===== src/rtl/abbr_pkg.sv =====
`timescale 1ns / 1ps
package abbr_pkg;

  localparam int MAX_BANDS  = 8;
  localparam int BAND_IDX_W = $clog2(MAX_BANDS);
  localparam int BAND_CNT_W = $clog2(MAX_BANDS + 1);
  localparam int HEIGHT_W   = 32;
  localparam int ALU_W      = HEIGHT_W + 2;   // room for 33-bit magnitudes, signed
  localparam int DIST_W     = HEIGHT_W + 1;
  localparam int WEIGHT_W   = 17;
  localparam int DIV_STEPS  = WEIGHT_W;
  localparam int STEP_W     = $clog2(DIV_STEPS);
  localparam int CFG_IDX_W  = 2;
  localparam int CFG_DATA_W = 32;
  localparam int IN_TDATA_W  = 168;
  localparam int OUT_TDATA_W = 32;

  typedef enum logic [CFG_IDX_W-1:0] {
    REG_BAND_COUNT    = 2'd0,
    REG_WATER_VISIBLE = 2'd1,
    REG_WATER_LEVEL   = 2'd2
  } cfg_reg_e;

  typedef enum logic {
    OP_LOAD  = 1'b0,
    OP_QUERY = 1'b1
  } op_e;

  typedef enum logic [3:0] {
    ST_IDLE,
    ST_WATER_PREV,
    ST_WATER_CUR,
    ST_PRIM_FLOOR,
    ST_PRIM_CEIL,
    ST_BUF_CHECK,
    ST_NB_FLOOR,
    ST_NB_CEIL,
    ST_NB_CMP,
    ST_DIV_INIT,
    ST_DIV_STEP,
    ST_DONE
  } state_e;

  typedef struct packed {
    logic [HEIGHT_W-1:0] floor_h;
    logic [HEIGHT_W-1:0] ceil_h;
    logic                ceil_open;
    logic [HEIGHT_W-1:0] buffer;
  } band_entry_t;

  // input word, lowest field last
  typedef struct packed {
    logic [2:0]            pad;
    logic                  teleported;
    logic [HEIGHT_W-1:0]   previous_height;
    logic [HEIGHT_W-1:0]   height;
    logic [HEIGHT_W-1:0]   transition_width;
    logic                  ceiling_open;
    logic [HEIGHT_W-1:0]   ceiling_height;
    logic [HEIGHT_W-1:0]   floor_height;
    logic [BAND_IDX_W-1:0] band_index;
  } in_word_t;

  typedef struct packed {
    logic [6:0]            pad;
    logic [WEIGHT_W-1:0]   neighbor_weight;
    logic [BAND_IDX_W-1:0] neighbor_band;
    logic                  neighbor_valid;
    logic                  instant_cut;
    logic [BAND_IDX_W-1:0] primary_band;
  } out_word_t;

  typedef struct packed {
    logic [ALU_W-1:0]  diff;
    logic              lt;
    logic [DIST_W-1:0] mag;
  } cmp_res_t;

  function automatic logic [ALU_W-1:0] sext_h(input logic [HEIGHT_W-1:0] v);
    sext_h = {{(ALU_W-HEIGHT_W){v[HEIGHT_W-1]}}, v};
  endfunction

  function automatic logic [ALU_W-1:0] zext_d(input logic [DIST_W-1:0] v);
    zext_d = {{(ALU_W-DIST_W){1'b0}}, v};
  endfunction

endpackage


===== src/rtl/abbr_band_table.sv =====
`timescale 1ns / 1ps
module abbr_band_table import abbr_pkg::*; (
  input  logic                  clk_i,
  input  logic                  rst_ni,
  input  logic                  we_i,
  input  logic [BAND_IDX_W-1:0] waddr_i,
  input  band_entry_t           wentry_i,
  input  logic [BAND_IDX_W-1:0] raddr_i,
  output band_entry_t           rentry_o
);

  band_entry_t tbl_q [MAX_BANDS];

  // reset leaves every band with an open ceiling
  always_ff @(posedge clk_i or negedge rst_ni) begin
    if (!rst_ni) begin
      for (int i = 0; i < MAX_BANDS; i++) begin
        tbl_q[i] <= '{floor_h: '0, ceil_h: '0, ceil_open: 1'b1, buffer: '0};
      end
    end else if (we_i) begin
      tbl_q[waddr_i] <= wentry_i;
    end
  end

  assign rentry_o = tbl_q[raddr_i];

endmodule


===== src/rtl/abbr_cmp_unit.sv =====
`timescale 1ns / 1ps
module abbr_cmp_unit import abbr_pkg::*; (
  input  logic [ALU_W-1:0] a_i,
  input  logic [ALU_W-1:0] b_i,
  output cmp_res_t         res_o
);

  logic [ALU_W-1:0] diff;
  logic [ALU_W-1:0] neg;

  // operands never use the top bit range, so a - b cannot overflow
  assign diff = a_i - b_i;
  assign neg  = '0 - diff;

  assign res_o.diff = diff;
  assign res_o.lt   = diff[ALU_W-1];
  assign res_o.mag  = diff[ALU_W-1] ? neg[DIST_W-1:0] : diff[DIST_W-1:0];

endmodule


===== src/rtl/altitude_band_blend_resolver.sv =====
`timescale 1ns / 1ps
// Altitude band blend resolver.
// Input words arrive on s_axis. tuser selects the word kind: a load writes one
// band entry into the 8-entry table in the accept cycle and gives no output
// word; a query gives exactly one output word on m_axis.
// A query runs under a sequencer that drives one shared 34-bit subtract and
// compare unit: the water plane test compares the previous and the current
// height against the level; the primary band scan tests the floor and, for a
// closed ceiling, the ceiling of each band, then an end test; the nearest
// boundary scan takes floor and closed ceiling of each band (distance, then
// compare against the best), skips the primary and ends with an end test;
// then buffer minus distance is formed, and seventeen restoring division
// steps give the Q1.16 weight. A cut or a disabled buffer skips the neighbor
// scan. s_axis_tready is high only in idle, so the next word goes in the
// cycle after the result is loaded; a load leaves the sequencer in idle.
// The result sits in an output register, so a new word is taken while the
// previous result waits; a stalled receiver holds the next query in its last
// state until the output register frees up.
// Config writes (cfg_we_i) are registered and should only occur when idle.
// Reset: band_count 1, water off, level 0, all entries zero, ceilings open.
module altitude_band_blend_resolver import abbr_pkg::*; (
  input  logic                   clk_i,
  input  logic                   rst_ni,
  // fields from bit 0: band_index, floor_height, ceiling_height, ceiling_open,
  // transition_width, height, previous_height, teleported, zero fill
  input  logic [IN_TDATA_W-1:0]  s_axis_tdata,
  input  logic                   s_axis_tuser,   // operation
  input  logic                   s_axis_tvalid,
  output logic                   s_axis_tready,
  // fields from bit 0: primary_band, instant_cut, neighbor_valid,
  // neighbor_band, neighbor_weight, zero fill
  output logic [OUT_TDATA_W-1:0] m_axis_tdata,
  output logic                   m_axis_tvalid,
  input  logic                   m_axis_tready,
  input  logic                   cfg_we_i,
  input  logic [CFG_IDX_W-1:0]   cfg_idx_i,
  input  logic [CFG_DATA_W-1:0]  cfg_data_i
);

  // config registers
  logic [BAND_CNT_W-1:0] band_count_q;
  logic                  water_visible_q;
  logic [HEIGHT_W-1:0]   water_level_q;

  always_ff @(posedge clk_i or negedge rst_ni) begin
    if (!rst_ni) begin
      band_count_q    <= BAND_CNT_W'(1);
      water_visible_q <= 1'b0;
      water_level_q   <= '0;
    end else if (cfg_we_i) begin
      unique case (cfg_idx_i)
        REG_BAND_COUNT:    band_count_q    <= cfg_data_i[BAND_CNT_W-1:0];
        REG_WATER_VISIBLE: water_visible_q <= cfg_data_i[0];
        REG_WATER_LEVEL:   water_level_q   <= cfg_data_i[HEIGHT_W-1:0];
        default: ;
      endcase
    end
  end

  // bands in use: zero counts as one, saturate at table depth
  logic [BAND_CNT_W-1:0] n_bands;
  always_comb begin
    if (band_count_q == '0) begin
      n_bands = BAND_CNT_W'(1);
    end else if (band_count_q > BAND_CNT_W'(MAX_BANDS)) begin
      n_bands = BAND_CNT_W'(MAX_BANDS);
    end else begin
      n_bands = band_count_q;
    end
  end

  in_word_t in_w;
  assign in_w = in_word_t'(s_axis_tdata);

  logic in_acc;
  assign in_acc = s_axis_tvalid && s_axis_tready;

  // band table
  logic                  tbl_we;
  band_entry_t           tbl_wentry;
  logic [BAND_IDX_W-1:0] tbl_raddr;
  band_entry_t           rd;

  assign tbl_we     = in_acc && (op_e'(s_axis_tuser) == OP_LOAD);
  assign tbl_wentry = '{floor_h: in_w.floor_height, ceil_h: in_w.ceiling_height,
                        ceil_open: in_w.ceiling_open, buffer: in_w.transition_width};

  abbr_band_table u_table (
    .clk_i    (clk_i),
    .rst_ni   (rst_ni),
    .we_i     (tbl_we),
    .waddr_i  (in_w.band_index),
    .wentry_i (tbl_wentry),
    .raddr_i  (tbl_raddr),
    .rentry_o (rd)
  );

  // shared subtract/compare unit
  logic [ALU_W-1:0] cmp_a;
  logic [ALU_W-1:0] cmp_b;
  cmp_res_t         cmp;

  abbr_cmp_unit u_cmp (
    .a_i   (cmp_a),
    .b_i   (cmp_b),
    .res_o (cmp)
  );

  // sequencer state and working registers
  state_e                state_q, state_d;
  logic [BAND_CNT_W-1:0] idx_q, idx_d;
  logic [HEIGHT_W-1:0]   h_q, h_d;
  logic [HEIGHT_W-1:0]   ph_q, ph_d;
  logic                  cut_q, cut_d;
  logic                  ph_ge_q, ph_ge_d;
  logic [BAND_IDX_W-1:0] primary_q, primary_d;
  logic                  found_q, found_d;
  logic [DIST_W-1:0]     best_q, best_d;
  logic [BAND_IDX_W-1:0] near_band_q, near_band_d;
  logic [DIST_W-1:0]     dist_q, dist_d;
  logic                  cmp_floor_q, cmp_floor_d;
  logic [DIST_W-1:0]     rem_q, rem_d;
  logic [WEIGHT_W-1:0]   quot_q, quot_d;
  logic [STEP_W-1:0]     step_q, step_d;
  logic                  nb_valid_q, nb_valid_d;
  logic                  out_valid_q, out_valid_d;
  out_word_t             out_q, out_d;

  logic idx_end;
  logic out_free;
  logic buf_off;
  logic take;
  logic div_go;
  logic step_last;

  assign idx_end   = idx_q >= n_bands;
  assign out_free  = !out_valid_q || m_axis_tready;
  assign buf_off   = rd.buffer[HEIGHT_W-1] || (rd.buffer == '0);
  assign take      = cmp_floor_q ? (!found_q || cmp.lt) : cmp.lt;
  assign div_go    = found_q && !cmp.lt && (cmp.diff != '0);
  assign step_last = step_q == STEP_W'(DIV_STEPS - 1);

  always_comb begin
    unique case (state_q) inside
      ST_BUF_CHECK, ST_DIV_INIT, ST_DIV_STEP: tbl_raddr = primary_q;
      default:                                tbl_raddr = idx_q[BAND_IDX_W-1:0];
    endcase
  end

  // next state
  always_comb begin
    state_d = state_q;
    unique case (state_q)
      ST_IDLE: begin
        if (in_acc && (op_e'(s_axis_tuser) == OP_QUERY)) state_d = ST_WATER_PREV;
      end
      ST_WATER_PREV: state_d = ST_WATER_CUR;
      ST_WATER_CUR:  state_d = ST_PRIM_FLOOR;
      ST_PRIM_FLOOR: begin
        if (idx_end) begin
          state_d = ST_BUF_CHECK;
        end else if (!cmp.lt) begin
          state_d = rd.ceil_open ? ST_BUF_CHECK : ST_PRIM_CEIL;
        end
      end
      ST_PRIM_CEIL: state_d = cmp.lt ? ST_BUF_CHECK : ST_PRIM_FLOOR;
      ST_BUF_CHECK: state_d = (cut_q || buf_off) ? ST_DONE : ST_NB_FLOOR;
      ST_NB_FLOOR: begin
        if (idx_end) begin
          state_d = ST_DIV_INIT;
        end else if (idx_q[BAND_IDX_W-1:0] != primary_q) begin
          state_d = ST_NB_CMP;
        end
      end
      ST_NB_CEIL: state_d = ST_NB_CMP;
      ST_NB_CMP:  state_d = (cmp_floor_q && !rd.ceil_open) ? ST_NB_CEIL : ST_NB_FLOOR;
      ST_DIV_INIT: state_d = div_go ? ST_DIV_STEP : ST_DONE;
      ST_DIV_STEP: begin
        if (step_last) state_d = ST_DONE;
      end
      ST_DONE: begin
        if (out_free) state_d = ST_IDLE;
      end
      default: state_d = ST_IDLE;
    endcase
  end

  // datapath and outputs
  always_comb begin
    idx_d       = idx_q;
    h_d         = h_q;
    ph_d        = ph_q;
    cut_d       = cut_q;
    ph_ge_d     = ph_ge_q;
    primary_d   = primary_q;
    found_d     = found_q;
    best_d      = best_q;
    near_band_d = near_band_q;
    dist_d      = dist_q;
    cmp_floor_d = cmp_floor_q;
    rem_d       = rem_q;
    quot_d      = quot_q;
    step_d      = step_q;
    nb_valid_d  = nb_valid_q;
    out_d       = out_q;
    out_valid_d = out_valid_q && !m_axis_tready;
    cmp_a       = '0;
    cmp_b       = '0;
    s_axis_tready = 1'b0;

    unique case (state_q)
      ST_IDLE: begin
        s_axis_tready = 1'b1;
        h_d   = in_w.height;
        ph_d  = in_w.previous_height;
        cut_d = in_w.teleported;
      end
      ST_WATER_PREV: begin
        cmp_a   = sext_h(ph_q);
        cmp_b   = sext_h(water_level_q);
        ph_ge_d = !cmp.lt;
      end
      ST_WATER_CUR: begin
        cmp_a = sext_h(h_q);
        cmp_b = sext_h(water_level_q);
        if (water_visible_q && (ph_ge_q == cmp.lt)) cut_d = 1'b1;
        idx_d     = BAND_CNT_W'(1);
        primary_d = '0;
      end
      ST_PRIM_FLOOR: begin
        cmp_a = sext_h(h_q);
        cmp_b = sext_h(rd.floor_h);
        if (!idx_end) begin
          if (cmp.lt) begin
            idx_d = idx_q + 1'b1;
          end else if (rd.ceil_open) begin
            primary_d = idx_q[BAND_IDX_W-1:0];
          end
        end
      end
      ST_PRIM_CEIL: begin
        cmp_a = sext_h(h_q);
        cmp_b = sext_h(rd.ceil_h);
        if (cmp.lt) begin
          primary_d = idx_q[BAND_IDX_W-1:0];
        end else begin
          idx_d = idx_q + 1'b1;
        end
      end
      ST_BUF_CHECK: begin
        nb_valid_d  = 1'b0;
        idx_d       = '0;
        found_d     = 1'b0;
        best_d      = '0;
        near_band_d = '0;
      end
      ST_NB_FLOOR: begin
        cmp_a       = sext_h(h_q);
        cmp_b       = sext_h(rd.floor_h);
        dist_d      = cmp.mag;
        cmp_floor_d = 1'b1;
        if (!idx_end && (idx_q[BAND_IDX_W-1:0] == primary_q)) idx_d = idx_q + 1'b1;
      end
      ST_NB_CEIL: begin
        cmp_a       = sext_h(h_q);
        cmp_b       = sext_h(rd.ceil_h);
        dist_d      = cmp.mag;
        cmp_floor_d = 1'b0;
      end
      ST_NB_CMP: begin
        // strict less keeps the earlier band and the floor on ties
        cmp_a = zext_d(dist_q);
        cmp_b = zext_d(best_q);
        if (take) begin
          best_d      = dist_q;
          near_band_d = idx_q[BAND_IDX_W-1:0];
          found_d     = 1'b1;
        end
        if (!(cmp_floor_q && !rd.ceil_open)) idx_d = idx_q + 1'b1;
      end
      ST_DIV_INIT: begin
        // buffer - distance, must be positive to blend
        cmp_a  = sext_h(rd.buffer);
        cmp_b  = zext_d(best_q);
        rem_d  = cmp.diff[DIST_W-1:0];
        quot_d = '0;
        step_d = '0;
      end
      ST_DIV_STEP: begin
        // first step tests for a full weight of one, then one bit per cycle
        cmp_a = (step_q == '0) ? zext_d(rem_q) : zext_d({rem_q[DIST_W-2:0], 1'b0});
        cmp_b = sext_h(rd.buffer);
        if (!cmp.lt) begin
          rem_d = cmp.diff[DIST_W-1:0];
        end else begin
          rem_d = cmp_a[DIST_W-1:0];
        end
        quot_d = {quot_q[WEIGHT_W-2:0], !cmp.lt};
        step_d = step_q + 1'b1;
        if (step_last) nb_valid_d = 1'b1;
      end
      ST_DONE: begin
        if (out_free) begin
          out_valid_d           = 1'b1;
          out_d.pad             = '0;
          out_d.primary_band    = primary_q;
          out_d.instant_cut     = cut_q;
          out_d.neighbor_valid  = nb_valid_q;
          out_d.neighbor_band   = nb_valid_q ? near_band_q : '0;
          out_d.neighbor_weight = nb_valid_q ? quot_q : '0;
        end
      end
      default: ;
    endcase
  end

  always_ff @(posedge clk_i or negedge rst_ni) begin
    if (!rst_ni) begin
      state_q     <= ST_IDLE;
      out_valid_q <= 1'b0;
      idx_q       <= '0;
      step_q      <= '0;
      nb_valid_q  <= 1'b0;
      found_q     <= 1'b0;
      cut_q       <= 1'b0;
    end else begin
      state_q     <= state_d;
      out_valid_q <= out_valid_d;
      idx_q       <= idx_d;
      step_q      <= step_d;
      nb_valid_q  <= nb_valid_d;
      found_q     <= found_d;
      cut_q       <= cut_d;
    end
  end

  always_ff @(posedge clk_i) begin
    h_q         <= h_d;
    ph_q        <= ph_d;
    ph_ge_q     <= ph_ge_d;
    primary_q   <= primary_d;
    best_q      <= best_d;
    near_band_q <= near_band_d;
    dist_q      <= dist_d;
    cmp_floor_q <= cmp_floor_d;
    rem_q       <= rem_d;
    quot_q      <= quot_d;
    out_q       <= out_d;
  end

  assign m_axis_tvalid = out_valid_q;
  assign m_axis_tdata  = out_q;

endmodule

===== config.mk =====
export PLATFORM = sky130hd
export DESIGN_NAME = altitude_band_blend_resolver
export DESIGN_NICKNAME = d
export VERILOG_FILES = /design/src/rtl/abbr_pkg.sv /design/src/rtl/abbr_band_table.sv /design/src/rtl/abbr_cmp_unit.sv /design/src/rtl/altitude_band_blend_resolver.sv
export SDC_FILE = /design/constraint.sdc
export NUM_CORES = 2
export LEC_CHECK = 0
export ABC_CLOCK_PERIOD_IN_PS = 8500
export BUFFER_PORTS_ARGS = -buffer_cell sky130_fd_sc_hd__buf_2
export CORE_MARGIN = 8
export CORE_UTILIZATION = 52
export CTS_CLUSTER_DIAMETER = 30
export DETAILED_ROUTE_END_ITERATION = 10
export PLACE_DENSITY_LB_ADDON = 0.2
export SLEW_MARGIN = 20
export SYNTH_ARGS = -nofsm -noshare
export SYNTH_HDL_FRONTEND = slang
export SYNTH_HIERARCHICAL = 1
export SYNTH_SLANG_ARGS = --single-unit

===== constraint.sdc =====
create_clock -name clk_i -period 8.5 [get_ports clk_i]
set_input_delay 1.7 -clock clk_i [delete_from_list [all_inputs] [get_ports clk_i]]
set_output_delay 1.7 -clock clk_i [all_outputs]
set_load 0.02 [all_outputs]

==> flow_summary.yaml <==
global_routing:
  global_route_wire_length_before_repair_mm: 212
  gr-max-usage-layer: "met2"
  global_route.overflow_total: 0
  global_route.usage.total_pct: 26.1
  use_met2_pct: 43.3
  grtUsageMet1_pct: 33.1
  grt_start_max_net_pins: 173
  grt_use_met3_pct: 6.25
  grt_pass1_vias: 34000
  antenna_violations_before_repair: 33
setup_path:
  worst_setup_path_start_kind: "register"
  endpoint_kind: "register"
  critical_path_peak_fanout: 25
  worstRegToRegCells: 23
  timing.critical_path.from: "state_q[2]$_DFFE_PN0P_"
  reg2reg_from: "state_q[2]$_DFFE_PN0P_"
  reg2reg_setup_slack_ps: 410
  endpoint: "best_q[6]$_SDFFCE_PN0P_"
  worst_ep_arrival_time_ps: 8520
  critical_path_required_ps: 8920
  critical_path_s_largest_stage_delay_ps: 620
  critical_path.cell_chain: "nand2b_1, nor3_4, nor2_2, inv_2, nor2_4, mux2_8, mux4_2, mux2_2, a221oi_1, o211ai_1, ha_1, a21oi_1, inv_1, o311ai_1, a31oi_1, o31ai_1, o21bai_1, a21o_1, xor2_1, inv_2, a21oi_1, o21ai_4, buf_4"
  critPathSlowestCell: "sky130_fd_sc_hd__o311ai_1"
  worst_r2r_endpoint: "best_q[6]$_SDFFCE_PN0P_"
  critical_path_class: "reg -> reg"
clock_tree:
  cts_num_sinks: 1043
  max-clock-path-buffers: 3
  htreeDepth: 4
  cts_made_buffers: 221
  ctsHoldBuffers: 0
  cts_tree: "done"
  cts.reportedPaths.clkPinSlew_ps: 50
  clock_latency_ps: 810
  clock_tree_root: "sky130_fd_sc_hd__clkbuf_16"
  cts_setup_buffers: 0
pwr:
  switching_power_uw: 10400
  switching_share_pct: 36.3
  vdd_ir_drop_max_uv: 357
  pwr-share-clk_pct: 30.0
  cellLeakagePower_uw: 0.0270
  p_int_uw: 18400
  pwr_density_cell_nw_per_um2: 482
  seq_power_share_pct: 28.8
  total_design_power_uw: 28800
  pwr-share-comb_pct: 41.3
timing:
  finalHoldViolCount: 0
  portion_of_the_clock_cycle_consumed_by_the_worst_path_in_the_final_layout_pct: 95.2
  finalSetupViolCount: 0
  maxClockFrequency_mhz: 124
  relative_slew_slack_pct: 22.0
  layout_min_cycle_time_ps: 8090
  timing.hold.ws_ps: 480
  tightestPinTransition_ps: 1170
  slew_violations: 0
  timing.clock.skew_ps: 45.3
synthesis:
  syn_area_per_cell_um2: 14.8
  yosys_most_used_dff: "sky130_fd_sc_hd__dfrtp_1"
  yosys.area_share.adder_pct: 1.10
  seq_area_frac_synth_pct: 54.9
  synth-xor-area-share_pct: 1.15
  post_synth_inst_count: 3353
  ys_ff_latch: 1043
  synthArstFlopShare_pct: 79.6
  post_synth_mux_area_share_pct: 30.3
  synth-edff-count: 213
  post_synth_instance_area_um2: 49500
  largest_family_of_logic_cells_by_synthesized_area: "multiplexers"
  synth_compound_gate_area_share_pct: 5.06
  synth-simple-area-share_pct: 4.44
  yosysWarningCount: 6
  post_synth_num_cell_types: 88
place:
  hpwl_mm: 89.1
  placedCellCount: 4707
  total_of_buffers_placed_on_input_and_output_ports: 231
  gpl.final_weighted_congestion: 0.953
route:
  vias: 31500
  post_drt_via_cell_ratio: 6.14
  detail_route.wl_per_cell_um: 27.2
  drcViolationCount: 0
  drt-pass1-iter-count: 8
  drt-initial-drc-count: 2846
  finalWirelength_mm: 139
  final_antenna_net_count: 0
die:
  floorplan.die.width_um: 324
  fp.dieH_um: 324
  total_core_area_um2: 94600
  floorplan.die_area_um2: 105000
  rows: 113
  initial_utilization_pct: 52.3
  total_i_o_pin_count: 242
status:
  status: "completed"
job:
  maxCapViolCount: 0
layout:
  layout_common_cells: "880 x sky130_fd_sc_hd__mux2_2, 821 x sky130_fd_sc_hd__dfrtp_1, 230 x sky130_fd_sc_hd__buf_2"
  post_route_cells_drive_above_1_share_pct: 47.4
  post_layout_nonfiller_instances: 5131
  finalNetCount: 3918
  flow.area_growth_from_synthesis_pct: 20.7
  nFillCells: 6825
  mostFrequentLayoutCell: "sky130_fd_sc_hd__mux2_2"
  multi_input_comb_area_um2: 21000
  sequential_cell_area_um2: 27200
hold_path:
  holdCritPathClass: "reg -> reg"
==> kinds of logic after synthesis <==
family	count (synthesis)
compound gates	350
xor+xnor	65
fa+ha+maj	43
buf+inv	294
flops	1043
mux	1139
other cells	1
simple gates	418
==> what timing repair did <==
| action | in CTS | in global routing |
|---|---|---|
| setup endpoints to repair | 0 | 66 |
| resized for setup | 0 | 2 |
| endpoints found under the hold margin | 0 | 0 |
==> metal layers <==
layer	routed length, um	vias to the layer above
met2	69600	1150
met3	9430	328
met1	55300	16600
li1	-	13400
met4	5020	20
met5	141	-
==> registers in the layout (all words and copies together) (netlist names), 3 cells and up <==
name	count
u_table/tbl_q	776
best_q	33
dist_q	33
rem_q	33
h_q	32
ph_q	32
water_level_q	32
m_axis_tdata	25
quot_q	17
step_q	5
band_count_q	4
idx_q	4
state_q	4
near_band_q	3
primary_q	3
==> power by group through the flow <==
stage          sequential [uW]  clock, uW  combinational [uW]
4_1_cts                   8250       8740               11800
3_3_place_gp              8130          0               11500
3_5_place_dp              8310          0               11700
2_1_floorplan             7960          0                8660
6_report                  8280       8630               11900
5_1_grt                   8470       9040               12700
==> synthesized netlist by cell type, drive strengths merged (5+ instances only) <==
master | instances | area, um2
nor4 | 22 | 159
clkbuf | 58 | 218
xor2 | 26 | 228
nor2b | 9 | 56.3
edfxtp | 213 | 6400
xnor2 | 39 | 342
o31ai | 8 | 70.1
a31oi | 14 | 87.6
o21bai | 7 | 52.6
inv | 66 | 248
a221oi | 34 | 304
a222oi | 32 | 320
nand2 | 117 | 444
and3 | 56 | 350
mux4 | 194 | 4370
nor3 | 21 | 153
nand2b | 10 | 77.6
buf | 170 | 1040
and2 | 25 | 156
ha | 42 | 526
or3 | 5 | 31.3
nand4 | 17 | 106
mux2i | 32 | 320
o211ai | 35 | 263
nor2 | 99 | 387
a21o | 11 | 82.6
mux2 | 913 | 10300
nand3 | 16 | 80.1
a21oi | 94 | 497
dfrtp | 821 | 20500
a22oi | 35 | 263
dfstp | 9 | 236
o21ai | 51 | 259
==> metrics by stage <==
stage	TNS, ps	setup WS [ps]	area [um2]	util, %
2_1_floorplan	0	240	49500	-
3_3_place_gp	0	432	52000	54.9
3_5_place_dp	0	300	52000	54.9
4_1_cts	0	200	59700	63.1
5_1_grt	-38.8	-10.0	59700	63.1
6_report	0	406	59700	63.1
==> layout make-up <==
type                       count  area share (%)
sequential                  1043            45.5
multi-input combinational   2024            35.2
tap                         1265            2.65
antenna                        7          0.0293
clock inverter               124            2.58
clock buffer                 291            10.3
inverter                      66           0.415
timing repair buffer         311            3.34
==> worst min-delay path by stage <==
stage	startpoint	slack, ps	to	cells after the start
floorplan	cut_q$_DFFE_PN0P_	450	m_axis_tdata[3]$_DFFE_PP_	0
global placement	u_table/tbl_q[735]$_DFFE_PN0P_	460	u_table/tbl_q[735]$_DFFE_PN0P_	1
detailed placement	cut_q$_DFFE_PN0P_	470	m_axis_tdata[3]$_DFFE_PP_	0
CTS	cut_q$_DFFE_PN0P_	480	m_axis_tdata[3]$_DFFE_PP_	0
global route	u_table/tbl_q[741]$_DFFE_PN0P_	500	u_table/tbl_q[741]$_DFFE_PN0P_	1
finish	cut_q$_DFFE_PN0P_	480	m_axis_tdata[3]$_DFFE_PP_	0
==> worst max-delay path, delay by kind of cell (launching register included) <==
family	cells	cell delay (ps)
AO/OA/AOI/OAI	10	3200
XOR/XNOR	1	160
adder cells (fa/ha/maj)	1	490
buffers and inverters	4	880
flip-flops	1	530
multiplexers	3	1410
AND/OR/NAND/NOR	4	930
Note: power is estimated with default switching activity, not from simulation.
